**config.mk**
```make
export PLATFORM = sky130hd
export DESIGN_NAME = proximity_average_zone_classifier_core
export DESIGN_NICKNAME = d
export VERILOG_FILES = /design/src/rtl/pazc_pkg.sv /design/src/rtl/pazc_ctrl.sv /design/src/rtl/pazc_dpath.sv /design/src/rtl/proximity_average_zone_classifier_core.sv
export SDC_FILE = /design/constraint.sdc
export NUM_CORES = 1
export LEC_CHECK = 0
export ABC_CLOCK_PERIOD_IN_PS = 6200
export BUFFER_PORTS_ARGS = -buffer_cell sky130_fd_sc_hd__buf_2
export CAP_MARGIN = 15
export CORE_MARGIN = 5
export CORE_UTILIZATION = 65
export DETAILED_ROUTE_END_ITERATION = 7
export PLACE_DENSITY = 0.83
export SYNTH_ARGS = -nofsm -noshare
export SYNTH_HDL_FRONTEND = slang
export SYNTH_SLANG_ARGS = --single-unit
```
**constraint.sdc**
```tcl
create_clock -name aclk -period 6.2 [get_ports aclk]
set_input_delay 0.62 -clock aclk [delete_from_list [all_inputs] [get_ports aclk]]
set_output_delay 0.62 -clock aclk [all_outputs]
set_load 0.005 [all_outputs]
```
**src/rtl/pazc_pkg.sv**
```systemverilog
// Shared types and constants for the proximity average zone classifier.
// No dependencies; every other file in the block imports this package.
package pazc_pkg;

    localparam int DATA_W     = 16;
    localparam int WINDOW_DEF = 5;
    localparam int ZONE_W     = 3;
    localparam int PADDR_W    = 5;
    localparam int PDATA_W    = 32;

    // Configuration register indexes (byte address = 4 * index)
    localparam logic [2:0] REG_LOW_CLAMP    = 3'd0;
    localparam logic [2:0] REG_SUBSTITUTE   = 3'd1;
    localparam logic [2:0] REG_RANGE_LIMIT  = 3'd2;
    localparam logic [2:0] REG_ALERT_LIMIT  = 3'd3;
    localparam logic [2:0] REG_MEDIUM_LIMIT = 3'd4;

    localparam logic [DATA_W-1:0] LOW_CLAMP_RST    = 16'd50;
    localparam logic [DATA_W-1:0] SUBSTITUTE_RST   = 16'd3000;
    localparam logic [DATA_W-1:0] RANGE_LIMIT_RST  = 16'd2000;
    localparam logic [DATA_W-1:0] ALERT_LIMIT_RST  = 16'd100;
    localparam logic [DATA_W-1:0] MEDIUM_LIMIT_RST = 16'd300;

    localparam logic [ZONE_W-1:0] ZONE_TIMEOUT = 3'd0;
    localparam logic [ZONE_W-1:0] ZONE_OUT     = 3'd1;
    localparam logic [ZONE_W-1:0] ZONE_ALERT   = 3'd2;
    localparam logic [ZONE_W-1:0] ZONE_MEDIUM  = 3'd3;
    localparam logic [ZONE_W-1:0] ZONE_FAR     = 3'd4;

    typedef struct packed {
        logic [DATA_W-1:0] distance_mm;
        logic              read_ok;
    } in_beat_t;

    typedef struct packed {
        logic [DATA_W-1:0] mean_mm;
        logic [ZONE_W-1:0] zone;
    } out_beat_t;

    typedef struct packed {
        logic [DATA_W-1:0] low_clamp_mm;
        logic [DATA_W-1:0] substitute_mm;
        logic [DATA_W-1:0] range_limit_mm;
        logic [DATA_W-1:0] alert_limit_mm;
        logic [DATA_W-1:0] medium_limit_mm;
    } cfg_t;

    // Controller to datapath
    typedef struct packed {
        logic load_in;
        logic write_ring;
        logic sum_step;
        logic div_step;
        logic load_out;
    } cmd_t;

    // Datapath to controller
    typedef struct packed {
        logic in_ok;
        logic sum_last;
        logic div_last;
        logic out_free;
    } stat_t;

endpackage

```
**src/rtl/pazc_ctrl.sv**
```systemverilog
// Sequencer for the classifier: accept, ring write, summation, divide, result.
// Depends on pazc_pkg for the command and status structs.
module pazc_ctrl
    import pazc_pkg::*;
(
    input  logic  aclk,
    input  logic  aresetn,
    input  logic  s_valid,
    output logic  s_ready,
    input  stat_t stat,
    output cmd_t  cmd
);

    typedef enum logic [4:0] {
        ST_IDLE  = 5'b00001,
        ST_WRITE = 5'b00010,
        ST_SUM   = 5'b00100,
        ST_DIV   = 5'b01000,
        ST_DONE  = 5'b10000
    } state_t;

    state_t state_reg;
    state_t state_next;

    always_ff @(posedge aclk) begin
        if (!aresetn) begin
            state_reg <= ST_IDLE;
        end else begin
            state_reg <= state_next;
        end
    end

    always_comb begin
        state_next = state_reg;
        cmd        = '0;
        unique case (state_reg)
            ST_IDLE: begin
                if (s_valid) begin
                    cmd.load_in = 1'b1;
                    // a failed read goes straight to the result
                    state_next  = stat.in_ok ? ST_WRITE : ST_DONE;
                end
            end
            ST_WRITE: begin
                cmd.write_ring = 1'b1;
                state_next     = ST_SUM;
            end
            ST_SUM: begin
                cmd.sum_step = 1'b1;
                if (stat.sum_last) begin
                    state_next = ST_DIV;
                end
            end
            ST_DIV: begin
                cmd.div_step = 1'b1;
                if (stat.div_last) begin
                    state_next = ST_DONE;
                end
            end
            ST_DONE: begin
                // hold until the output register is free
                if (stat.out_free) begin
                    cmd.load_out = 1'b1;
                    state_next   = ST_IDLE;
                end
            end
            default: begin
                state_next = ST_IDLE;
            end
        endcase
    end

    // no beat is taken while reset is held
    assign s_ready = aresetn && (state_reg == ST_IDLE);

endmodule

```
**src/rtl/pazc_dpath.sv**
```systemverilog
// Datapath: sample ring, sequential summation, restoring divider, zone compare
// and output register. Depends on pazc_pkg; driven by pazc_ctrl commands.
module pazc_dpath
    import pazc_pkg::*;
#(
    parameter int WINDOW = WINDOW_DEF
) (
    input  logic      aclk,
    input  logic      aresetn,
    input  cfg_t      cfg,
    input  in_beat_t  s_data,
    input  cmd_t      cmd,
    output stat_t     stat,
    output logic      m_valid,
    input  logic      m_ready,
    output out_beat_t m_data
);

    localparam int SLOT_W = (WINDOW > 1) ? $clog2(WINDOW) : 1;
    localparam int CNT_W  = $clog2(WINDOW + 1);
    localparam int SUM_W  = DATA_W + $clog2(WINDOW);
    localparam int DIV_W  = $clog2(SUM_W);

    logic [DATA_W-1:0] ring_reg [WINDOW];
    logic [SLOT_W-1:0] slot_reg;
    logic              full_reg;
    logic [DATA_W-1:0] reading_reg;
    logic              ok_reg;
    logic [CNT_W-1:0]  count_reg;
    logic [SLOT_W-1:0] idx_reg;
    logic [SUM_W-1:0]  sum_reg;
    logic [CNT_W-1:0]  rem_reg;
    logic [DIV_W-1:0]  div_cnt_reg;
    logic              m_valid_reg;
    out_beat_t         m_data_reg;

    logic [DATA_W-1:0] sample;
    logic              wrap;
    logic [CNT_W:0]    rem_shift;
    logic [CNT_W:0]    rem_diff;
    logic              quo_bit;
    logic [DATA_W-1:0] mean;
    logic [ZONE_W-1:0] zone;

    assign sample    = (reading_reg < cfg.low_clamp_mm) ? cfg.substitute_mm : reading_reg;
    assign wrap      = (slot_reg == SLOT_W'(WINDOW - 1));
    assign rem_shift = {rem_reg, sum_reg[SUM_W-1]};
    assign rem_diff  = rem_shift - {1'b0, count_reg};
    assign quo_bit   = (rem_shift >= {1'b0, count_reg});
    assign mean      = sum_reg[DATA_W-1:0];

    always_comb begin
        priority if (mean > cfg.range_limit_mm) begin
            zone = ZONE_OUT;
        end else if (mean <= cfg.alert_limit_mm) begin
            zone = ZONE_ALERT;
        end else if (mean <= cfg.medium_limit_mm) begin
            zone = ZONE_MEDIUM;
        end else begin
            zone = ZONE_FAR;
        end
    end

    // Filter state
    always_ff @(posedge aclk) begin
        if (!aresetn) begin
            slot_reg <= '0;
            full_reg <= 1'b0;
        end else if (cmd.write_ring) begin
            slot_reg <= wrap ? '0 : slot_reg + SLOT_W'(1);
            if (wrap) begin
                full_reg <= 1'b1;
            end
        end
    end

    // Payload registers, no reset: ring entries are only read once written
    always_ff @(posedge aclk) begin
        if (cmd.load_in) begin
            reading_reg <= s_data.distance_mm;
            ok_reg      <= s_data.read_ok;
        end
        if (cmd.write_ring) begin
            ring_reg[slot_reg] <= sample;
            count_reg   <= (full_reg || wrap) ? CNT_W'(WINDOW)
                                              : CNT_W'(slot_reg) + CNT_W'(1);
            idx_reg     <= '0;
            sum_reg     <= '0;
            rem_reg     <= '0;
            div_cnt_reg <= '0;
        end
        if (cmd.sum_step) begin
            sum_reg <= sum_reg + SUM_W'(ring_reg[idx_reg]);
            idx_reg <= idx_reg + SLOT_W'(1);
        end
        if (cmd.div_step) begin
            // one quotient bit a cycle, shifted into the vacated sum bits
            rem_reg     <= quo_bit ? rem_diff[CNT_W-1:0] : rem_shift[CNT_W-1:0];
            sum_reg     <= {sum_reg[SUM_W-2:0], quo_bit};
            div_cnt_reg <= div_cnt_reg + DIV_W'(1);
        end
        if (cmd.load_out) begin
            m_data_reg.mean_mm <= ok_reg ? mean : '0;
            m_data_reg.zone    <= ok_reg ? zone : ZONE_TIMEOUT;
        end
    end

    always_ff @(posedge aclk) begin
        if (!aresetn) begin
            m_valid_reg <= 1'b0;
        end else if (cmd.load_out) begin
            m_valid_reg <= 1'b1;
        end else if (m_ready) begin
            m_valid_reg <= 1'b0;
        end
    end

    assign stat.in_ok    = s_data.read_ok;
    assign stat.sum_last = ((CNT_W'(idx_reg) + CNT_W'(1)) == count_reg);
    assign stat.div_last = (div_cnt_reg == DIV_W'(SUM_W - 1));
    assign stat.out_free = !m_valid_reg || m_ready;

    assign m_valid = m_valid_reg;
    assign m_data  = m_data_reg;

    a_slot_range: assert property (@(posedge aclk) disable iff (!aresetn)
        32'(slot_reg) < WINDOW)
        else $error("write slot beyond window");

    a_count_range: assert property (@(posedge aclk) disable iff (!aresetn)
        cmd.sum_step |-> (count_reg != '0) && (32'(count_reg) <= WINDOW))
        else $error("sample count out of range during summation");

    a_rem_below: assert property (@(posedge aclk) disable iff (!aresetn)
        cmd.div_step |-> rem_reg < count_reg)
        else $error("divider remainder not below divisor");

    a_mean_fits: assert property (@(posedge aclk) disable iff (!aresetn)
        cmd.load_out && ok_reg |-> (sum_reg >> DATA_W) == '0)
        else $error("quotient wider than mean field");

    a_no_overwrite: assert property (@(posedge aclk) disable iff (!aresetn)
        cmd.load_out |-> !m_valid_reg || m_ready)
        else $error("result loaded over an untaken beat");

endmodule

```
**src/rtl/proximity_average_zone_classifier_core.sv**
```systemverilog
// Top level of the proximity average zone classifier: APB register file and
// wiring of pazc_ctrl and pazc_dpath. Depends on pazc_pkg.
//
//  channel  | direction | handshake        | beat
//  s_       | in        | s_valid/s_ready  | in_beat_t  {distance_mm, read_ok}
//  m_       | out       | m_valid/m_ready  | out_beat_t {mean_mm, zone}
//  APB      | in        | psel/penable     | 16-bit registers at 4 * index
//
// A valid reading is written into the ring, summed over the filled samples
// (up to WINDOW) and divided by their count; the restoring divider yields one
// quotient bit a cycle over SUM_W = 16 + clog2(WINDOW) bits. A failed read
// skips the ring, summation and divide and goes straight to the result. One
// item is in work at a time; the next is taken once the previous result sits
// in the output register. Synchronous active-low reset empties the window and
// restores the register defaults.
module proximity_average_zone_classifier_core
    import pazc_pkg::*;
#(
    parameter int WINDOW = WINDOW_DEF
) (
    input  logic               aclk,
    input  logic               aresetn,
    input  logic               s_valid,
    output logic               s_ready,
    input  in_beat_t           s_data,
    output logic               m_valid,
    input  logic               m_ready,
    output out_beat_t          m_data,
    input  logic               psel,
    input  logic               penable,
    input  logic               pwrite,
    input  logic [PADDR_W-1:0] paddr,
    input  logic [PDATA_W-1:0] pwdata,
    output logic [PDATA_W-1:0] prdata,
    output logic               pready
);

    cfg_t        cfg_reg;
    cfg_t        cfg_next;
    logic [2:0]  reg_idx;
    logic        wr_en;
    logic [DATA_W-1:0] rd_val;
    cmd_t        cmd;
    stat_t       stat;

    assign reg_idx = paddr[4:2];
    assign wr_en   = psel && penable && pwrite && pready;
    assign pready  = 1'b1;

    always_comb begin
        cfg_next = cfg_reg;
        if (wr_en) begin
            unique case (reg_idx)
                REG_LOW_CLAMP:    cfg_next.low_clamp_mm    = pwdata[DATA_W-1:0];
                REG_SUBSTITUTE:   cfg_next.substitute_mm   = pwdata[DATA_W-1:0];
                REG_RANGE_LIMIT:  cfg_next.range_limit_mm  = pwdata[DATA_W-1:0];
                REG_ALERT_LIMIT:  cfg_next.alert_limit_mm  = pwdata[DATA_W-1:0];
                REG_MEDIUM_LIMIT: cfg_next.medium_limit_mm = pwdata[DATA_W-1:0];
                default: begin
                    // drop writes beyond the register list
                end
            endcase
        end
    end

    always_ff @(posedge aclk) begin
        if (!aresetn) begin
            cfg_reg.low_clamp_mm    <= LOW_CLAMP_RST;
            cfg_reg.substitute_mm   <= SUBSTITUTE_RST;
            cfg_reg.range_limit_mm  <= RANGE_LIMIT_RST;
            cfg_reg.alert_limit_mm  <= ALERT_LIMIT_RST;
            cfg_reg.medium_limit_mm <= MEDIUM_LIMIT_RST;
        end else begin
            cfg_reg <= cfg_next;
        end
    end

    always_comb begin
        unique case (reg_idx)
            REG_LOW_CLAMP:    rd_val = cfg_reg.low_clamp_mm;
            REG_SUBSTITUTE:   rd_val = cfg_reg.substitute_mm;
            REG_RANGE_LIMIT:  rd_val = cfg_reg.range_limit_mm;
            REG_ALERT_LIMIT:  rd_val = cfg_reg.alert_limit_mm;
            REG_MEDIUM_LIMIT: rd_val = cfg_reg.medium_limit_mm;
            default:          rd_val = '0;
        endcase
    end

    assign prdata = PDATA_W'(rd_val);

    pazc_ctrl u_ctrl (
        .aclk    (aclk),
        .aresetn (aresetn),
        .s_valid (s_valid),
        .s_ready (s_ready),
        .stat    (stat),
        .cmd     (cmd)
    );

    pazc_dpath #(
        .WINDOW (WINDOW)
    ) u_dpath (
        .aclk    (aclk),
        .aresetn (aresetn),
        .cfg     (cfg_reg),
        .s_data  (s_data),
        .cmd     (cmd),
        .stat    (stat),
        .m_valid (m_valid),
        .m_ready (m_ready),
        .m_data  (m_data)
    );

endmodule
```
==> impl_metrics.env, run 1 <==
export IMPL_gp_congestion=0.906
export IMPL_antenna_found_initial=0
export IMPL_worstSetupPathType="reg -> reg"
export IMPL_overflow=0
export IMPL_wl_per_cell_um=21.3
export IMPL_synth_seq_area_share=0.505
export IMPL_dpl_hpwl_um=22100
export IMPL_drtIter0Drc=949
export IMPL_first_pass_iters=5
export IMPL_power_ir_vdd_worst_uv=281
export IMPL_clk_pin_slew_ns=0.07
export IMPL_maxSlewViolCount=0
export IMPL_sw_frac_of_total=0.280
export IMPL_cp_end_kind="flip-flop"
export IMPL_initial_utilization=0.666
export IMPL_clock_path_buffers=3
export IMPL_setup_tns_final_ns=0
export IMPL_cts_sinks=242
export IMPL_r2r_slack_ns=2.16
export IMPL_worst_slew_pin_slew_ns=1.18
export IMPL_synth_flop_cell="edfxtp_1"
export IMPL_p_int_mw=3.09
export IMPL_final_nets=1380
export IMPL_ant_nets=0
export IMPL_whs_ns=0.250
export IMPL_rr_worst_depth=11
export IMPL_power_mw=4.28
export IMPL_period_minus_slack_ns=4.04
export IMPL_rsz0062_at_grt="no"
export IMPL_cts_htree_levels=1
export IMPL_fmax_mhz=247
export IMPL_final_cell_mix="188 x nand2_1, 149 x edfxtp_1, 93 x dfxtp_1"
export IMPL_status="finished clean"
export IMPL_relSlewSlack=0.210
export IMPL_clock_latency_ns=0.54
export IMPL_pin_count=115
export IMPL_multi_input_comb_area_mm2=0.00567
export IMPL_io_buffers=79
export IMPL_syn_avg_cell_area_um2=10.7
export IMPL_cts_tree="built"
export IMPL_finClkSkew_ns=0.0127
export IMPL_synth_area_mm2=0.0125
export IMPL_layout_commonest_cell="nand2_1"
export IMPL_path_max_fanout=16
export IMPL_cts_inserted_buffers=25
export IMPL_p_leak_nw=5.29
export IMPL_p_comb_frac=0.181
export IMPL_cts_hold_buf=0
export IMPL_timing_final_crit_share=0.652
export IMPL_finalHoldViolCount=0
export IMPL_hold_class="in -> reg"
export IMPL_root_buffer="clkbuf_16"
export IMPL_fill_cells=1243
export IMPL_die_w_um=149
export IMPL_maxCapViolCount=0
export IMPL_core_mm2=0.0188
export IMPL_drt_wl_total_um=32100
export IMPL_cp_endpoint="u_dpath.sum_reg[18]"
export IMPL_power_density_mw_per_mm2=308
export IMPL_async_flop_share=0
export IMPL_synth_edf_count=149
export IMPL_routed_via_density=6.18
export IMPL_track_usage=0.290
export IMPL_vias=9328
export IMPL_cts_resized=0
export IMPL_drc=0
export IMPL_power_switching_mw=1.20
export IMPL_synthToLayoutAreaGrowth_pct=10.9
export IMPL_cts_setup_buffers=0
export IMPL_die_y_um=149
export IMPL_critPathLaunchType="flip-flop"
export IMPL_arrival_ns=4.29
export IMPL_grt_pass1_wl_um=50200
export IMPL_drive_above_1_share=0.156
export IMPL_power_frac_seq=0.463
export IMPL_ys_warnings_count=0
export IMPL_max_stage_delay_ns=0.86
export IMPL_crit_chain="mux4_2 -> mux2_2 -> ha_1 -> fa_1 -> a21o_1 -> a221oi_2 -> o21ai_2 -> a311oi_2 -> a211oi_1 -> xnor2_1 -> o21ai_0"
export IMPL_crit_slowest_cell="dfxtp_1"
export IMPL_grt_pass1_vias=9051
export IMPL_setup_viol=0
export IMPL_netlist_instances=1169
export IMPL_grt_max_degree=91
export IMPL_design_die_area_mm2=0.0222
export IMPL_antenna_cells=0
export IMPL_p_clk_frac=0.357
export IMPL_num_rows=50
export IMPL_regArea_mm2=0.00634
export IMPL_yosys_cell_types_count=64
export IMPL_ys_seq_elements=242
export IMPL_required_ns=6.45
export IMPL_r2r_end="u_dpath.sum_reg[18]"
-- layout make-up --
class | count | area share
clock inverter | 9 | 0.00629
sequential | 242 | 0.455
inverter | 75 | 0.0202
timing repair buffer | 88 | 0.0335
clock buffer | 37 | 0.0540
multi-input combinational | 798 | 0.407
tap | 260 | 0.0234
-- cells in the mapped netlist, drive strengths merged, types with 20 or more instances --
library cell,number,share of area
dfxtp,93,0.15
edfxtp,149,0.36
nand2,188,0.056
clkbuf,41,0.012
ha,87,0.087
inv,75,0.022
mux2,32,0.032
o21ai,32,0.013
nor2,52,0.016
and2,21,0.010
nand3,24,0.0096
buf,28,0.016
o211ai,20,0.012
a21oi,53,0.022
a21boi,62,0.037
-- power by group through the flow --
stage	combinational, mW	sequential [mW]	clock, mW
final	0.773	1.98	1.53
after detailed placement	0.755	2.01	0
after floorplan	0.576	1.96	0
after global placement	0.724	2.01	0
after global routing	0.845	1.99	1.60
after CTS	0.765	1.98	1.54
-- kinds of logic after synthesis --
kind of cell | count (synthesis) | synth area share
adder cells (fa/ha/maj) | 89 | 0.0900
AND/OR/NAND/NOR | 351 | 0.126
AO/OA/AOI/OAI | 253 | 0.138
flip-flops | 242 | 0.505
XOR/XNOR | 23 | 0.0161
other | 2 | 0.000599
buffers and inverters | 144 | 0.0505
multiplexers | 65 | 0.0740
-- layer usage --
layer	global-route usage	up-vias	part of all wire
li1	-	4299	-
met1	0.403	4439	0.41
met2	0.455	505	0.45
met3	0.0617	85	0.10
met4	0.103	0	0.040
met5	0	-	0
-- how the worst min path moves through the flow --
stage	endpoint	startpoint	cells after the start
floorplan	cfg_reg[33]	cfg_reg[33]	2
global placement	cfg_reg[33]	cfg_reg[33]	2
detailed placement	cfg_reg[33]	cfg_reg[33]	2
CTS	u_dpath.reading_reg[5]	s_data[6]	1
global route	u_dpath.reading_reg[5]	s_data[6]	1
finish	u_dpath.reading_reg[5]	s_data[6]	1
-- worst max-delay path, delay by kind of cell (launching register included) --
| kind | cells | cell delay, ns |
|---|---|---|
| AOI/OAI and AO/OA | 6 | 1.41 |
| DFF | 1 | 0.86 |
| muxes | 2 | 0.67 |
| adders and majority gates | 2 | 0.64 |
| xor gates and xnor gates | 1 | 0.15 |
-- metrics by stage --
stage                      util  instances  instance area (µm²)  setup WS [ns]
after global placement    0.694       1462                13100           2.20
after detailed placement  0.694       1462                13100           2.19
after floorplan               -       1184                12600           2.58
after CTS                 0.738       1508                13900           2.10
after global routing      0.739       1509                13900           1.86
final                     0.739       1509                13900           2.16
(Power assumes the default switching activity.)
==> run 2: changes to the inputs <==
Settings changed: ABC_CLOCK_PERIOD_IN_PS 6200 to 3300, CORE_UTILIZATION 65 to 54, PLACE_DENSITY 0.83 to 0.73.
Clock period 6.2 ns to 3.3 ns, I/O delays scaled along.
==> run 2 against run 1 <==
Sequential share of layout area shrank 1.9 points. Critical path type unchanged. Sequential power grew 87%. Cell area is 4.4% higher. First-iteration DRC count fell by 15%. Via count is 0.47% lower. Routed wire length shrank 0.67%. Register-to-register slack lost 2.1 ns. Highest routed layer unchanged. Fmax rose by 23%.
==> impl_metrics.env, run 2 (synthesis gave the netlist of run 1 again) <==
export IMPL_status="finished clean"
export IMPL_cp_top_family="compound AO/OA/AOI/OAI gates"
export IMPL_io_buffers=79
export IMPL_maxSlewViolCount=0
export IMPL_grt_max_degree=56
export IMPL_critPathLaunchType="flip-flop"
export IMPL_finClkSkew_ns=0.0194
export IMPL_hold_class="in -> reg"
export IMPL_overflow=0
export IMPL_clock_path_buffers=3
export IMPL_relSlewSlack=0.232
export IMPL_drc=0
export IMPL_cts_tree="built"
export IMPL_maxCapViolCount=0
export IMPL_crit_buf_inv=1
export IMPL_arrival_ns=3.56
export IMPL_power_ir_vdd_worst_uv=559
export IMPL_crit_chain="mux4_2 -> mux2_4 -> ha_4 -> fa_2 -> a21o_1 -> a221oi_2 -> o21ai_2 -> a311oi_2 -> buf_4 -> o21ai_1 -> xnor2_1 -> o21ai_0"
export IMPL_cts_inserted_buffers=26
export IMPL_power_mw=8.22
export IMPL_required_ns=3.58
export IMPL_setup_viol=0
export IMPL_p_leak_nw=5.55
export IMPL_drtIter0Drc=806
export IMPL_wl_per_cell_um=19.7
export IMPL_synthToLayoutAreaGrowth_pct=15.8
export IMPL_worst_slew_pin_slew_ns=1.15
export IMPL_track_usage=0.239
export IMPL_first_pass_iters=5
export IMPL_whs_ns=0.0404
export IMPL_drive_above_1_share=0.182
export IMPL_ant_nets=0
export IMPL_num_rows=55
export IMPL_clock_latency_ns=0.55
export IMPL_power_density_mw_per_mm2=566
export IMPL_dpl_hpwl_um=22900
export IMPL_rsz0062_at_grt="yes"
export IMPL_root_buffer="clkbuf_16"
export IMPL_fmax_mhz=305
export IMPL_design_die_area_mm2=0.0264
export IMPL_path_max_fanout=4
export IMPL_timing_final_crit_share=0.994
export IMPL_final_cell_mix="188 x nand2_1, 149 x edfxtp_1, 92 x dfxtp_1"
export IMPL_cts_sinks=242
export IMPL_cts_htree_levels=1
export IMPL_max_stage_delay_ns=0.50
export IMPL_initial_utilization=0.551
export IMPL_pin_count=115
export IMPL_layout_commonest_cell="nand2_1"
export IMPL_clk_pin_slew_ns=0.06
export IMPL_cp_end_kind="flip-flop"
export IMPL_grt_pass1_vias=9013
export IMPL_period_minus_slack_ns=3.28
export IMPL_die_y_um=162
export IMPL_gp_congestion=0.909
export IMPL_die_w_um=162
export IMPL_grt_pass1_wl_um=49500
export IMPL_drt_wl_total_um=31900
export IMPL_final_nets=1437
export IMPL_antenna_found_initial=0
export IMPL_antenna_cells=0
export IMPL_finalHoldViolCount=0
export IMPL_crit_slowest_cell="mux4_2"
export IMPL_vias=9284
export IMPL_worstSetupPathType="reg -> reg"
export IMPL_routed_via_density=5.73
export IMPL_core_mm2=0.0228
==> run 2: cell types whose count changed in the layout (fill, tap and decap cells not counted), moves of 4 or more <==
cell / previous run / this run
o21ai_0: 29 / 25
buf_4: 8 / 46
dlygate4sd3_1: 0 / 17
clkinv_1: 0 / 4
o21ai_1: 1 / 5
clkbuf_8: 6 / 1
==> run 2: cell type report <==
| type | count | area (µm²) |
|---|---|---|
| flip-flops and latches | 242 | 6340 |
| well taps | 313 | 392 |
| inverters | 75 | 282 |
| clock inverters | 14 | 175 |
| repair buffers | 144 | 933 |
| multi-input cells | 798 | 5710 |
| fillers | 1751 | 8260 |
| clock buffers | 34 | 691 |
==> run 2: through the flow <==
step / util / std cells / cell area, µm² / setup TNS [ns] / worst slack [ns]
CTS: 0.636 / 1619 / 14500 / -0.00784 / -0.00784
global placement: 0.589 / 1553 / 13400 / -0.0343 / -0.0281
floorplan: - / 1184 / 12600 / 0 / 0.0229
global route: 0.638 / 1620 / 14500 / -0.477 / -0.116
finish: 0.638 / 1620 / 14500 / 0 / 0.0208
detailed placement: 0.589 / 1553 / 13400 / -0.0803 / -0.0324
==> run 2: worst paths after layout <==
check | startpoint | end | slack, ns | cells after the start
worst max register to register | flip-flop | u_dpath.sum_reg[14] | 0.02 | 12
worst min register to register | cfg_reg[33] | cfg_reg[33] | 0.48 | 2
worst min-delay path | s_valid | u_ctrl.state_reg[0] | 0.04 | 2
worst max-delay path | flip-flop | u_dpath.sum_reg[14] | 0.02 | 12
==> run 2: timing repair <==
item                       CTS  global route
hold endpoints to repair    17             0
pin swaps                    1             3
hold buffers                17             0
setup endpoints to repair    6             8
resized for setup            4            12
setup buffers                1             1
==> run 2: report_power, final <==
group	switching (mW)	internal [mW]	leakage (nW)
clock network	1.21	1.72	0.416
logic	0.878	0.700	3.03
registers	0.179	3.53	2.11
total	2.27	5.95	5.55
==> run 2: metal layers <==
metal / up-vias / global-route usage / part of all wire
li1: 4422 / - / -
met3: 68 / 0.0402 / 0.088
met2: 419 / 0.374 / 0.44
met4: 0 / 0.0804 / 0.036
met1: 4375 / 0.340 / 0.43
met5: - / 0 / 0
